<file path="src/hdl/button_gesture_classifier_defines.svh">
// Assertion macros shared by the button gesture classifier RTL.
`ifndef BUTTON_GESTURE_CLASSIFIER_DEFINES_SVH
`define BUTTON_GESTURE_CLASSIFIER_DEFINES_SVH

`ifndef SYNTHESIS
// Check that cons holds in the same cycle whenever ante holds.
`define BGC_ASSERT_IMPLY(label, clk, rst_n, ante, cons) \
  label: assert property (@(posedge clk) disable iff (!rst_n) (ante) |-> (cons)) \
    else $error("assertion failed: same-cycle implication");
// Check that cons holds in the cycle after ante holds.
`define BGC_ASSERT_NEXT(label, clk, rst_n, ante, cons) \
  label: assert property (@(posedge clk) disable iff (!rst_n) (ante) |=> (cons)) \
    else $error("assertion failed: next-cycle implication");
`else
`define BGC_ASSERT_IMPLY(label, clk, rst_n, ante, cons)
`define BGC_ASSERT_NEXT(label, clk, rst_n, ante, cons)
`endif

`endif

</file>
<file path="src/hdl/bgc_pkg.sv">
// Types and constants for the button gesture classifier.
package bgc_pkg;

  // Gesture codes; the none code marks that no hold or tap was reported since reset or the last press
  typedef enum logic [3:0] {
    GEST_PRESSED    = 4'd0,
    GEST_RELEASED   = 4'd1,
    GEST_HOLD       = 4'd2,
    GEST_LONG_HOLD  = 4'd3,
    GEST_VLONG_HOLD = 4'd4,
    GEST_SINGLE_TAP = 4'd5,
    GEST_LONG_TAP   = 4'd6,
    GEST_VLONG_TAP  = 4'd7,
    GEST_NONE       = 4'd8
  } gesture_e;

  // Configuration register indexes
  typedef enum logic [2:0] {
    CFG_SINGLE_TAP  = 3'd0,
    CFG_LONG_TAP    = 3'd1,
    CFG_VLONG_TAP   = 3'd2,
    CFG_HOLD        = 3'd3,
    CFG_LONG_HOLD   = 3'd4,
    CFG_VLONG_HOLD  = 3'd5
  } cfg_idx_e;

  localparam int unsigned CFG_IDX_W  = 3;
  localparam int unsigned CFG_DATA_W = 16;

  // Threshold reset values in milliseconds
  localparam logic [CFG_DATA_W-1:0] RST_SINGLE_TAP = 16'd50;
  localparam logic [CFG_DATA_W-1:0] RST_LONG_TAP   = 16'd1000;
  localparam logic [CFG_DATA_W-1:0] RST_VLONG_TAP  = 16'd3000;
  localparam logic [CFG_DATA_W-1:0] RST_HOLD       = 16'd500;
  localparam logic [CFG_DATA_W-1:0] RST_LONG_HOLD  = 16'd2000;
  localparam logic [CFG_DATA_W-1:0] RST_VLONG_HOLD = 16'd5000;

  // Result queue geometry
  localparam int unsigned QDEPTH = 4;
  localparam int unsigned QAW    = $clog2(QDEPTH);
  localparam int unsigned QCW    = QAW + 1;

  typedef struct packed {
    logic        is_pressed;
    logic [31:0] now_ms;
  } bgc_in_t;

  typedef struct packed {
    logic [2:0] gesture;
    logic       last_of_run;
  } bgc_out_t;

endpackage

</file>
<file path="src/hdl/button_gesture_classifier.sv">
// A report's first result is shown the cycle after acceptance if the queue was empty.
// Throughput: one report per cycle while the four-entry result queue has two free slots;
//   it drains one result per unstalled cycle, so taps on release limit that to 1/2.
// State (level, change time, last gesture) is updated at the accepting clock edge.
// Reset (asynchronous, active low): released, change time zero, no gesture,
//   thresholds at their defaults, result queue empty.
`include "button_gesture_classifier_defines.svh"

module button_gesture_classifier import bgc_pkg::*; (
  input  logic                  clk_i,
  input  logic                  rst_ni,
  input  logic                  in_valid_i,
  output logic                  in_stall_o,
  input  bgc_in_t               in_data_i,
  output logic                  out_valid_o,
  input  logic                  out_stall_i,
  output bgc_out_t              out_data_o,
  input  logic                  cfg_we_i,
  input  logic [CFG_IDX_W-1:0]  cfg_idx_i,
  input  logic [CFG_DATA_W-1:0] cfg_data_i
);

  // Threshold registers
  logic [CFG_DATA_W-1:0] single_tap_q, long_tap_q, vlong_tap_q;
  logic [CFG_DATA_W-1:0] hold_q, long_hold_q, vlong_hold_q;

  // Classifier state
  logic        prev_pressed_q, prev_pressed_d;
  logic [31:0] change_q, change_d;
  gesture_e    last_g_q, last_g_d;

  // Result queue
  bgc_out_t         queue_q [QDEPTH];
  logic [QAW-1:0]   wr_q, rd_q;
  logic [QCW-1:0]   cnt_q, cnt_d;

  logic        in_acc, pop;
  logic [31:0] elapsed;
  logic [1:0]  n_res;
  gesture_e    g0, g1;
  bgc_out_t    item0, item1;

  assign in_stall_o  = (cnt_q > QCW'(QDEPTH - 2));
  assign in_acc      = in_valid_i && !in_stall_o;
  assign out_valid_o = (cnt_q != '0);
  assign out_data_o  = queue_q[rd_q];
  assign pop         = out_valid_o && !out_stall_i;

  // Wrapping elapsed time since the last change
  assign elapsed = in_data_i.now_ms - change_q;

  // Write thresholds; ignore indexes past the list
  always_ff @(posedge clk_i or negedge rst_ni) begin
    if (!rst_ni) begin
      single_tap_q <= RST_SINGLE_TAP;
      long_tap_q   <= RST_LONG_TAP;
      vlong_tap_q  <= RST_VLONG_TAP;
      hold_q       <= RST_HOLD;
      long_hold_q  <= RST_LONG_HOLD;
      vlong_hold_q <= RST_VLONG_HOLD;
    end else if (cfg_we_i) begin
      case (cfg_idx_i)
        CFG_SINGLE_TAP: single_tap_q <= cfg_data_i;
        CFG_LONG_TAP:   long_tap_q   <= cfg_data_i;
        CFG_VLONG_TAP:  vlong_tap_q  <= cfg_data_i;
        CFG_HOLD:       hold_q       <= cfg_data_i;
        CFG_LONG_HOLD:  long_hold_q  <= cfg_data_i;
        CFG_VLONG_HOLD: vlong_hold_q <= cfg_data_i;
        default: ;
      endcase
    end
  end

  // Classify the report and pick the next state
  always_comb begin
    prev_pressed_d = prev_pressed_q;
    change_d       = change_q;
    last_g_d       = last_g_q;
    n_res          = 2'd0;
    g0             = GEST_PRESSED;
    g1             = GEST_NONE;
    if (in_data_i.is_pressed) begin
      prev_pressed_d = 1'b1;
      if (!prev_pressed_q) begin
        change_d = in_data_i.now_ms;
        last_g_d = GEST_NONE;
        g0       = GEST_PRESSED;
        n_res    = 2'd1;
      end else if (elapsed > {16'd0, vlong_hold_q} && last_g_q != GEST_VLONG_HOLD) begin
        last_g_d = GEST_VLONG_HOLD;
        g0       = GEST_VLONG_HOLD;
        n_res    = 2'd1;
      end else if (elapsed > {16'd0, long_hold_q} && elapsed < {16'd0, vlong_hold_q} &&
                   last_g_q != GEST_LONG_HOLD) begin
        last_g_d = GEST_LONG_HOLD;
        g0       = GEST_LONG_HOLD;
        n_res    = 2'd1;
      end else if (elapsed > {16'd0, hold_q} && elapsed < {16'd0, long_hold_q} &&
                   last_g_q != GEST_HOLD) begin
        last_g_d = GEST_HOLD;
        g0       = GEST_HOLD;
        n_res    = 2'd1;
      end
    end else begin
      prev_pressed_d = 1'b0;
      change_d       = in_data_i.now_ms;
      g0             = GEST_RELEASED;
      n_res          = 2'd1;
      if (elapsed > {16'd0, vlong_tap_q} && last_g_q != GEST_VLONG_TAP) begin
        last_g_d = GEST_VLONG_TAP;
        g1       = GEST_VLONG_TAP;
        n_res    = 2'd2;
      end else if (elapsed > {16'd0, long_tap_q} && last_g_q != GEST_LONG_TAP) begin
        last_g_d = GEST_LONG_TAP;
        g1       = GEST_LONG_TAP;
        n_res    = 2'd2;
      end else if (elapsed > {16'd0, single_tap_q} && last_g_q != GEST_SINGLE_TAP) begin
        last_g_d = GEST_SINGLE_TAP;
        g1       = GEST_SINGLE_TAP;
        n_res    = 2'd2;
      end
    end
  end

  // Build the result transactions
  always_comb begin
    item0.gesture     = g0[2:0];
    item0.last_of_run = (n_res == 2'd1);
    item1.gesture     = g1[2:0];
    item1.last_of_run = 1'b1;
  end

  // Update state on an accepted report
  always_ff @(posedge clk_i or negedge rst_ni) begin
    if (!rst_ni) begin
      prev_pressed_q <= 1'b0;
      change_q       <= '0;
      last_g_q       <= GEST_NONE;
    end else if (in_acc) begin
      prev_pressed_q <= prev_pressed_d;
      change_q       <= change_d;
      last_g_q       <= last_g_d;
    end
  end

  // Advance queue pointers and fill count
  assign cnt_d = cnt_q + (in_acc ? QCW'(n_res) : QCW'(0)) - QCW'(pop);

  always_ff @(posedge clk_i or negedge rst_ni) begin
    if (!rst_ni) begin
      wr_q  <= '0;
      rd_q  <= '0;
      cnt_q <= '0;
    end else begin
      cnt_q <= cnt_d;
      if (in_acc) begin
        wr_q <= wr_q + QAW'(n_res);
      end
      if (pop) begin
        rd_q <= rd_q + QAW'(1);
      end
    end
  end

  // Store result transactions
  always_ff @(posedge clk_i) begin
    if (in_acc && n_res != 2'd0) begin
      queue_q[wr_q] <= item0;
    end
    if (in_acc && n_res == 2'd2) begin
      queue_q[wr_q + QAW'(1)] <= item1;
    end
  end

  `BGC_ASSERT_IMPLY(a_cnt_bound, clk_i, rst_ni, 1'b1, cnt_q <= QCW'(QDEPTH))
  `BGC_ASSERT_NEXT(a_fresh_press, clk_i, rst_ni,
    in_acc && in_data_i.is_pressed && !prev_pressed_q,
    prev_pressed_q && last_g_q == GEST_NONE && cnt_q == $past(cnt_d))
  `BGC_ASSERT_NEXT(a_release_pushes, clk_i, rst_ni,
    in_acc && !in_data_i.is_pressed && !pop, cnt_q > $past(cnt_q))
  `BGC_ASSERT_NEXT(a_pop_only, clk_i, rst_ni,
    pop && !in_acc, cnt_q == $past(cnt_q) - QCW'(1))

endmodule

</file>
<file path="config.mk">
export PLATFORM = sky130hd
export DESIGN_NAME = button_gesture_classifier
export DESIGN_NICKNAME = d
export VERILOG_FILES = /design/src/hdl/bgc_pkg.sv /design/src/hdl/button_gesture_classifier.sv
export VERILOG_INCLUDE_DIRS = /design/src /design/src/hdl
export SDC_FILE = /design/constraint.sdc
export NUM_CORES = 1
export LEC_CHECK = 0
export BUFFER_PORTS_ARGS = -buffer_cell sky130_fd_sc_hd__buf_4
export CAP_MARGIN = 15
export CORE_MARGIN = 2
export CORE_UTILIZATION = 63
export CTS_CLUSTER_DIAMETER = 40
export DETAILED_ROUTE_END_ITERATION = 10
export PLACE_DENSITY_LB_ADDON = 0.05
export RECOVER_POWER = 100
export SETUP_SLACK_MARGIN = 0.2
export SYNTH_ARGS = -nofsm -noshare
export SYNTH_HDL_FRONTEND = slang
export SYNTH_SLANG_ARGS = --single-unit
export TNS_END_PERCENT = 5
</file>
<file path="constraint.sdc">
create_clock -name clk_i -period 9.7 [get_ports clk_i]
set_input_delay 1.455 -clock clk_i [delete_from_list [all_inputs] [get_ports clk_i]]
set_output_delay 1.455 -clock clk_i [all_outputs]
set_load 0.02 [all_outputs]
</file>
# Yosys cells after proc, flatten, opt, wreduce, memory -nomap -nowiden
# Memories as Yosys holds them, arrays and structs flattened.
# Index checks and enable logic that the tools add are counted.
[word_totals]
latch_bits = 0
romBits = 0
mem_bits_rw = 16
mem_count = 1
word_cells = 102
register_bits = 140
inputBits = 57
output_inout_bits = 6
[classes]
muxes = 33
magnitude_cmp = 9
n_div = 0
n_addsub = 6
n_eq_ne = 15
n_reduce_logical = 26
n_bitwise = 0
multipliers = 0
n_shift = 0
[memory_table]
columns = ["name", "words", "width", "read_ports", "rd_clocked_by_memory_dff", "wr", "line_no", "text"]
rows = [
  ["queue_q", 4, 4, 1, 0, 2, "button_gesture_classifier.sv:33", "bgc_out_t queue_q [QDEPTH];"],
]
[ops]
columns = ["cell", "n"]
rows = [
  ["> comparator 32 x 16 -> 1 bit", 6],
  ["less-than comparator 32 x 16 -> 1 bit", 2],
  ["two-way mux 32 bit", 2],
  ["two-way mux 4 bit", 8],
  ["subtractor 32 bit", 1],
  ["two-way mux 3 bit", 7],
  ["inequality test 4 x 3 -> 1 bit, second input constant", 4],
  ["two-way mux 2 bit", 7],
  ["AND reduction 2 bit", 7],
  ["logical AND 1 bit", 12],
  ["two-way mux 1 bit", 9],
  ["inequality test 4 x 2 -> 1 bit, second input constant", 2],
  ["equality test 3 x 2 -> 1 bit, second input constant", 2],
  ["equality test 3 bit, second input constant", 2],
  ["inequality test 5 x 2 -> 1 bit, second input constant", 1],
  ["adder 2 x 1 -> 2 bit, second input constant", 2],
  ["nonzero test 4 bit", 1],
  ["adder 3 x 2 -> 3 bit", 1],
  ["equality test 3 x 1 -> 1 bit, second input constant", 1],
  ["> comparator 3 x 2 -> 1 bit, second input constant", 1],
  ["zero test 3 bit", 1],
  ["AND reduction 3 bit", 1],
  ["nonzero test 3 bit", 1],
  ["subtractor 3 x 1 -> 3 bit", 1],
  ["6 further kinds", 7],
]

# Longest topological paths before layout
# Gate-level depths: netlist of the first run.
[depth]
depth_word = 13
depth_mapped = 25
depth_no_buf = 25

# Worst setup path before layout of the first run
# No wires, ideal clock.
[synth_timing]
kind = "input port to flip-flop"
startpoint = "input in_data_i[0] (netlist name)"
endpoint = "register cnt_q[2]"
arrival_ns = 5.995
setup_ns = 0.123
path_buffers = 0
path_slack_ns = 3.583
cell_stages = 24
t_required_ns = 9.577
path_cell_list = "inv_1 ha_1 fa_1 nand2b_1 a21oi_1 o21a_1 o21ai_0 nand2b_1 xor2_1 ha_1 nand4_1 or2_2 a221oi_1 a2111oi_0 a311o_1 mux2i_1 nand3_2 a41oi_2 nand2_1 ha_1 inv_1 ha_1 fa_1 xnor2_1"
[synth_between]
elab_chain_cells = 12
word_cells_on_any_way = 28
cone_classes = "3 x add/sub; 8 x order compare; 9 x mux; 8 x reduce/logical"
[synth_rtl]
columns = ["element", "line_no", "text"]
rows = [
  ["from (decl)", "button_gesture_classifier.sv:14", "input bgc_in_t in_data_i,"],
  ["subtractor 32 bit *", "button_gesture_classifier.sv:50", "assign elapsed = in_data_i.now_ms - change_q;"],
  ["> comparator 32 x 16 -> 1 bit or less-than comparator 32 x 16 -> 1 bit (tied branches)", "button_gesture_classifier.sv:98", "end else if (elapsed > {16'd0, hold_q} && elapsed < {16'd0, long_hold_q} &&"],
  ["logical AND 1 bit (2 in a row)", "button_gesture_classifier.sv:98", ""],
  ["two-way mux 1 bit", "button_gesture_classifier.sv:98", ""],
  ["two-way mux 1 bit", "button_gesture_classifier.sv:93", "end else if (elapsed > {16'd0, long_hold_q} && elapsed < {16'd0, vlong_hold_q} &&"],
  ["two-way mux 1 bit", "button_gesture_classifier.sv:89", "end else if (elapsed > {16'd0, vlong_hold_q} && last_g_q != GEST_VLONG_HOLD) begin"],
  ["two-way mux 1 bit", "button_gesture_classifier.sv:84", "if (!prev_pressed_q) begin"],
  ["two-way mux 2 bit *", "button_gesture_classifier.sv:82", "if (in_data_i.is_pressed) begin"],
  ["two-way mux 2 bit *", "button_gesture_classifier.sv:147", "assign cnt_d = cnt_q + (in_acc ? QCW'(n_res) : QCW'(0)) - QCW'(pop);"],
  ["adder 3 x 2 -> 3 bit *", "button_gesture_classifier.sv:147", ""],
  ["subtractor 3 x 1 -> 3 bit *", "button_gesture_classifier.sv:147", ""],
  ["named net cnt_d[2]", "button_gesture_classifier.sv:35", "logic [QCW-1:0] cnt_q, cnt_d;"],
  ["to (signal assigned)", "button_gesture_classifier.sv:155", "cnt_q <= cnt_d;"],
  ["to (decl)", "button_gesture_classifier.sv:35", ""],
]
# The timed path passes the listed nets; every way through them passes the cells marked *.
# A chain may end at the register's enable or synchronous reset.

# Final worst setup path of the first run
# Ends and elaborated chain as after synthesis.

==> results_dict.tcl, run 1 <==
set metrics [dict create \
    synth-xor-area-share 0.0270 \
    final_cell_mix "inv_1, ha_1, nand2_1" \
    n_antenna_cell 0 \
    cts_tree "yes" \
    cp_slowest_cell "a41oi_1" \
    synth_top_area_cell "dfrtp_1" \
    async_flop_share 0.897 \
    p_leak_nw 5.49 \
    clock_path_buffers 2 \
    pre_cts_ws_ps 2620 \
    core_um2 16600 \
    period_share 0.726 \
    synth_cell_types 84 \
    final_util 0.717 \
    overflow 0 \
    die_area_um2 18100 \
    synth_edf_count 12 \
    worst_setup_path_end_kind "register" \
    crit_family "compound AO/OA/AOI/OAI gates" \
    worstSetupStartpoint "in_data_i[0]" \
    synth_compound_area_frac 0.168 \
    drive_gt1_frac 0.174 \
    grt_max_degree 75 \
    gr-usage-all-layers 0.297 \
    worst_slew_pin_slew_ps 3910 \
    max-cap-violations 3 \
    cts.clk_slew.worst_paths_ps 60 \
    synth.area.mux_share 0.0805 \
    grt_pass1_wl_mm 42.1 \
    whs_endpoint "change_q[15]$_DFFE_PN0P_" \
    cpMostUsedCell "ha_1" \
    yosysWarningCount 0 \
    start_util 0.647 \
    setup_viol 0 \
    dp_hpwl_mm 19.4 \
    die_height_um 134 \
    reg2reg_from "change_q[0]$_DFFE_PN0P_" \
    gp_congestion 0.922 \
    clkLatencyLatePin_ps 430 \
    cp.arrival_ps 7360 \
    hold_violations 0 \
    synthSimpleGateAreaFrac 0.133 \
    path_buf_inv 3 \
    drtPass1Iterations 5 \
    fin_crit_ps 7050 \
    cts_sinks 156 \
    synthAdderAreaFrac 0.157 \
    setup_ws_ps 2650 \
    drt.antenna.violating_nets 0 \
    maxSlewViolCount 127 \
    drt_iter0_drc 617 \
    cp_max_fo 7 \
    hold_depth 1 \
    drt-total-wl_mm 25.7 \
    synthTopCellsByArea "dfrtp_1, ha_1, dfstp_2" \
    fp-row-count 47 \
    synthFlopType "dfrtp_1" \
    synth_area_per_cell_um2 9.37 \
    cts_buffers 17 \
    rsz0062_at_grt "no" \
    fin_nets 1394 \
    crit_path_start_kind "input port" \
    stdcell_area_um2 11900 \
    ys_ff_latch 156 \
    status "finished with violations" \
    post-cts-setup-buffers 0 \
    place_area_um2 11400 \
    drt-vias-per-instance 5.94 \
    holdCritStartpoint "change_q[15]$_DFFE_PN0P_" \
    reg2reg_depth 23 \
    skew_ps 12.7 \
    vias 8534 \
    hold_path_class "register to register" \
    critical_path_required_ps 10010 \
    hold_buffers 0 \
    path_class "input port to register" \
    cts-root-buf "clkbuf_16" \
    portBuffers 62 \
    ctsResizeCount 0 \
    yosysSeqAreaShare 0.372 \
    post_drt_wl_per_cell_um 17.9 \
    area_delta_synth_final_pct 10.9 \
    synth_top_family_by_area "compound AO/OA/AOI/OAI gates" \
    irDropWorstVdd_mv 0.201 \
    synthesis.area_um2 10700 \
    ios 63 \
    max_slew_margin -1.60 \
    grt_pass1_vias 8432 \
    drc 0 \
    nFillCells 1361 \
    worstReg2RegEnd "cnt_q[2]$_DFF_PN0_" \
    cts.htree.levels 4 \
    regToRegSetupSlack_ps 3440 \
    layout_commonest_cell "inv_1" \
    cp_slowest_stage_delay_ps 640 \
    tns_ps 0 \
    die-width_um 134 \
    synth_top_area_frac 0.247 \
    power_density_nw_per_um2 363 \
    syn_nets 1334 \
    fmax_mhz 142 \
    antenna_found_initial 0 \
    violations "max-capacitance violations, max-slew violations" \
    netlist_instances 1144 \
]
-- final cells by class --
cell class	count	area, um^2	area share
inverter	141	529	0.0445
sequential	156	3990	0.335
timing repair buffer	71	480	0.0404
clock buffer	18	429	0.0361
multi-input combinational	817	6050	0.509
tap	220	275	0.0231
clock inverter	14	136	0.0115
-- through the flow --
step                      hold slack (ps)  cells  total power, mW
after floorplan                       454   1144             2.95
after global placement                477   1404             3.59
after detailed placement              484   1404             3.65
after CTS                             501   1436             4.33
after global routing                  512   1437             4.72
final                                 504   1437             4.32
-- Yosys cell counts (3+ instances only) --
library cell and instances:
nor3_1 13, o2111ai_1 3, o21ai_1 8, or2b_1 3, xor2_1 13, nor4b_1 3, and3_1 5, mux2_2 66
o211ai_1 11, a31o_2 3, nor2b_1 13, o31ai_1 6, a21o_1 24, xnor2_1 20, ha_1 131, and4_1 3
nor2_1 50, nand2_1 124, nand3_1 16, o21bai_1 6, a211oi_1 7, mux2i_1 3, dfrtp_1 106, a31oi_1 5
a21oi_1 66, dfxtp_1 4, inv_1 141, buf_2 3, o22ai_1 5, nand2b_1 10, nand4_1 22, clkbuf_1 23
nor4_1 4, dfstp_2 34, o21ai_0 98, edfxtp_1 12, o21a_1 13, mux4_2 4, a2111oi_0 3
-- kinds of logic after synthesis --
kind of cell / after synthesis
buffers and inverters: 171
multiplexers: 73
adder cells (fa/ha/maj): 133
XOR/XNOR: 33
AO/OA/AOI/OAI: 289
AND/OR/NAND/NOR: 289
flip-flops: 156
-- worst max-delay path by stage --
| stage | slack, ps | to | cells past startpoint |
|---|---|---|---|
| after CTS | 3000 | cnt_q[2]$_DFF_PN0_ | 25 |
| after global placement | 2790 | cnt_q[2]$_DFF_PN0_ | 26 |
| final | 2650 | cnt_q[2]$_DFF_PN0_ | 25 |
| after floorplan | 3580 | cnt_q[2]$_DFF_PN0_ | 24 |
| after global routing | 2380 | cnt_q[2]$_DFF_PN0_ | 25 |
| after detailed placement | 2620 | cnt_q[2]$_DFF_PN0_ | 25 |
-- flip-flops by register name, summed over array words and instances (netlist names) --
register and flops:
change_q 32, rd_q 2, wr_q 2, long_tap_q 16, long_hold_q 16, vlong_hold_q 16, hold_q 16, queue_q 16
single_tap_q 16, last_g_q 4, cnt_q 3, vlong_tap_q 16, prev_pressed_q 1
-- worst register-to-register path: cells and delay by family, from the launching register on --
family,cells,cell delay [ps]
AO/OA/AOI/OAI,6,1860
XOR/XNOR,2,720
adder cells (fa/ha/maj),6,1740
buffers and inverters,1,40
flip-flops,1,390
multiplexers,1,280
AND/OR/NAND/NOR,7,1100
-- per-layer routing --
layer	share of wire	GRT usage	vias to the layer above
li1	-	-	4170
met1	0.45	0.396	4074
met2	0.47	0.484	248
met3	0.056	0.0593	42
met4	0.028	0.106	0
met5	0	0	-
-- where the power goes --
part           leakage [nW]  internal [mW]  switching, mW  total (mW)
clock                 0.264          0.358          0.289       0.647
combinational          3.46           1.10           1.57        2.67
sequential             1.77          0.878          0.120       0.998
total                  5.49           2.34           1.98        4.32
(Power assumes the default switching activity.)
==> run 2: changes to the inputs <==
--- a/config.mk
+++ b/config.mk
@@ -9,7 +9,7 @@
 export BUFFER_PORTS_ARGS = -buffer_cell sky130_fd_sc_hd__buf_4
 export CAP_MARGIN = 15
 export CORE_MARGIN = 2
-export CORE_UTILIZATION = 63
+export CORE_UTILIZATION = 56
 export CTS_CLUSTER_DIAMETER = 40
 export DETAILED_ROUTE_END_ITERATION = 10
 export PLACE_DENSITY_LB_ADDON = 0.05
==> constraint.sdc (replaced) <==
create_clock -name clk_i -period 6.34 [get_ports clk_i]
set_input_delay 0.951 -clock clk_i [delete_from_list [all_inputs] [get_ports clk_i]]
set_output_delay 0.951 -clock clk_i [all_outputs]
set_load 0.02 [all_outputs]
==> run 2 against run 1 <==
Net effect:
- die area grew 12%
- largest power group unchanged
- wire length grew 0.55%
- clock skew shrank 3.5 ps
- the flow still finishes with violations (max-capacitance violations, max-slew violations)
- combinational power grew 60%
- setup slack lost 2200 ps
- first-iteration DRC count shrank 13%
- global-route usage shrank 2.9 points
- critical path depth shrank 3
- core utilization shrank 7.5 points
- clock-buffer cell count grew 1
- sequential power grew 52%
- clock power grew 56%
==> results_dict.tcl, run 2 (synthesized netlist as in run 1, its figures left out) <==
set metrics [dict create \
    fmax_mhz 169 \
    die_area_um2 20300 \
    clock_path_buffers 2 \
    worstReg2RegEnd "cnt_q[2]$_DFF_PN0_" \
    dp_hpwl_mm 19.6 \
    drc 0 \
    irDropWorstVdd_mv 0.273 \
    clkLatencyLatePin_ps 430 \
    die_height_um 142 \
    drt-vias-per-instance 5.77 \
    drt.antenna.violating_nets 0 \
    overflow 0 \
    die-width_um 142 \
    crit_path_start_kind "input port" \
    max_slew_margin -2.19 \
    hold_buffers 0 \
    cts.clk_slew.worst_paths_ps 70 \
    worst_setup_path_end_kind "register" \
    grt_max_degree 88 \
    p_leak_nw 5.57 \
    fp-row-count 50 \
    rsz0062_at_grt "no" \
    vias 8465 \
    cp_max_fo 4 \
    grt_pass1_vias 8264 \
    hold_violations 0 \
    antenna_found_initial 0 \
    gr-usage-all-layers 0.268 \
    max-cap-violations 2 \
    hold_path_class "register to register" \
    cts-root-buf "clkbuf_16" \
    fin_nets 1410 \
    grt_pass1_wl_mm 42.3 \
    core_um2 18800 \
    layout_commonest_cell "inv_1" \
    largest_reg_flops 32 \
    path_class "input port to register" \
    final_cell_mix "inv_1, ha_1, nand2_1" \
    regMostFlops "change_q" \
    violations "max-capacitance violations, max-slew violations" \
    worst_slew_pin_slew_ps 4780 \
    tns_ps 0 \
    status "finished with violations" \
    skew_ps 9.18 \
    ios 63 \
    portBuffers 62 \
    regToRegSetupSlack_ps 630 \
    whs_endpoint "queue_q[1][0]$_SDFFE_PP1N_" \
    cts.htree.levels 4 \
    drtPass1Iterations 7 \
    numPlacedInstances 1435 \
    cts_buffers 17 \
    hold_depth 2 \
    cts_sinks 156 \
    cp.arrival_ps 6220 \
    setup_viol 0 \
    critical_path_required_ps 6660 \
    holdCritStartpoint "queue_q[1][0]$_SDFFE_PP1N_" \
    reg2reg_from "change_q[1]$_DFFE_PN0P_" \
    nFillCells 1632 \
    start_util 0.571 \
    drive_gt1_frac 0.184 \
    fin_crit_ps 5900 \
    drt-total-wl_mm 25.8 \
    drt_iter0_drc 536 \
    power_density_nw_per_um2 563 \
    finalNonFillerCells 1467 \
    reg2reg_depth 22 \
    maxSlewViolCount 123 \
    period_share 0.931 \
    n_antenna_cell 0 \
    cts_tree "yes" \
    post_drt_wl_per_cell_um 17.6 \
    post-cts-setup-buffers 0 \
    gp_congestion 0.929 \
    area_delta_synth_final_pct 12.4 \
]
## run 2: changes by cell type in the layout (fill, tap and decap cells not counted), sizes merged
cell      before  now
buf           54   66
clkbuf        35   40
clkinvlp       4    3
## run 2: layout make-up
class,instances,area (um^2),area share
clock buffers,19,443,0.0367
clock inverters,13,131,0.0109
inverters,141,529,0.0439
multi-input cells,817,6090,0.505
flip-flops and latches,156,3990,0.331
well taps,234,293,0.0243
repair buffers,87,582,0.0483
## run 2: per-stage QoR
stage	hold WS, ps	worst slack (ps)	util	power (mW)	cell area [um^2]
floorplan	454	727	-	4.51	10700
global placement	476	250	0.617	5.69	11600
detailed placement	490	37.6	0.617	5.75	11600
CTS	501	476	0.647	6.80	12100
global route	513	139	0.642	7.42	12100
finish	496	440	0.642	6.79	12100
## run 2: how the worst max path moves through the flow
stage	slack, ps	cells past startpoint	startpoint	endpoint
2_1_floorplan	730	24	in_data_i[0]	cnt_q[2]$_DFF_PN0_
3_3_place_gp	250	27	in_data_i[0]	cnt_q[2]$_DFF_PN0_
3_5_place_dp	40	24	in_data_i[0]	cnt_q[2]$_DFF_PN0_
4_1_cts	480	24	in_data_i[0]	cnt_q[2]$_DFF_PN0_
5_1_grt	140	22	in_data_i[4]	cnt_q[2]$_DFF_PN0_
6_report	440	22	in_data_i[1]	cnt_q[2]$_DFF_PN0_
## run 2: timing repair
item / 4_1_cts / 5_1_grt
endpoints found under the setup margin: 0 / 2
gates resized for setup: 0 / 4
endpoints found under the hold margin: 0 / 0
## run 2: where the power goes
group | internal, mW | switching, mW
Sequential | 1.34 | 0.178
Combinational | 1.81 | 2.45
Clock | 0.560 | 0.447
Total | 3.71 | 3.08
## run 2: per-layer routing
layer  vias to the layer above  part of all wire  global-route usage
li1                       4203                 -                   -
met1                      4012              0.47               0.371
met2                       213              0.46               0.436
met3                        37             0.047              0.0468
met4                         0             0.021              0.0719
met5                         -                 0                   0
## run 2: worst max-delay path, stage by stage
cell,delay [ps]
buf_4,120
ha_1,260
or2b_1,240
a21oi_1,330
o22ai_2,180
o41a_1,540
xnor2_1,450
ha_1,220
nand4_1,110
or2_2,340
a221oi_1,260
a2111oi_0,110
a311o_1,330
mux2i_1,280
nand3_2,140
a41oi_2,240
nand2_1,110
ha_1,280
inv_1,40
ha_1,180
fa_1,380
xnor2_1,130
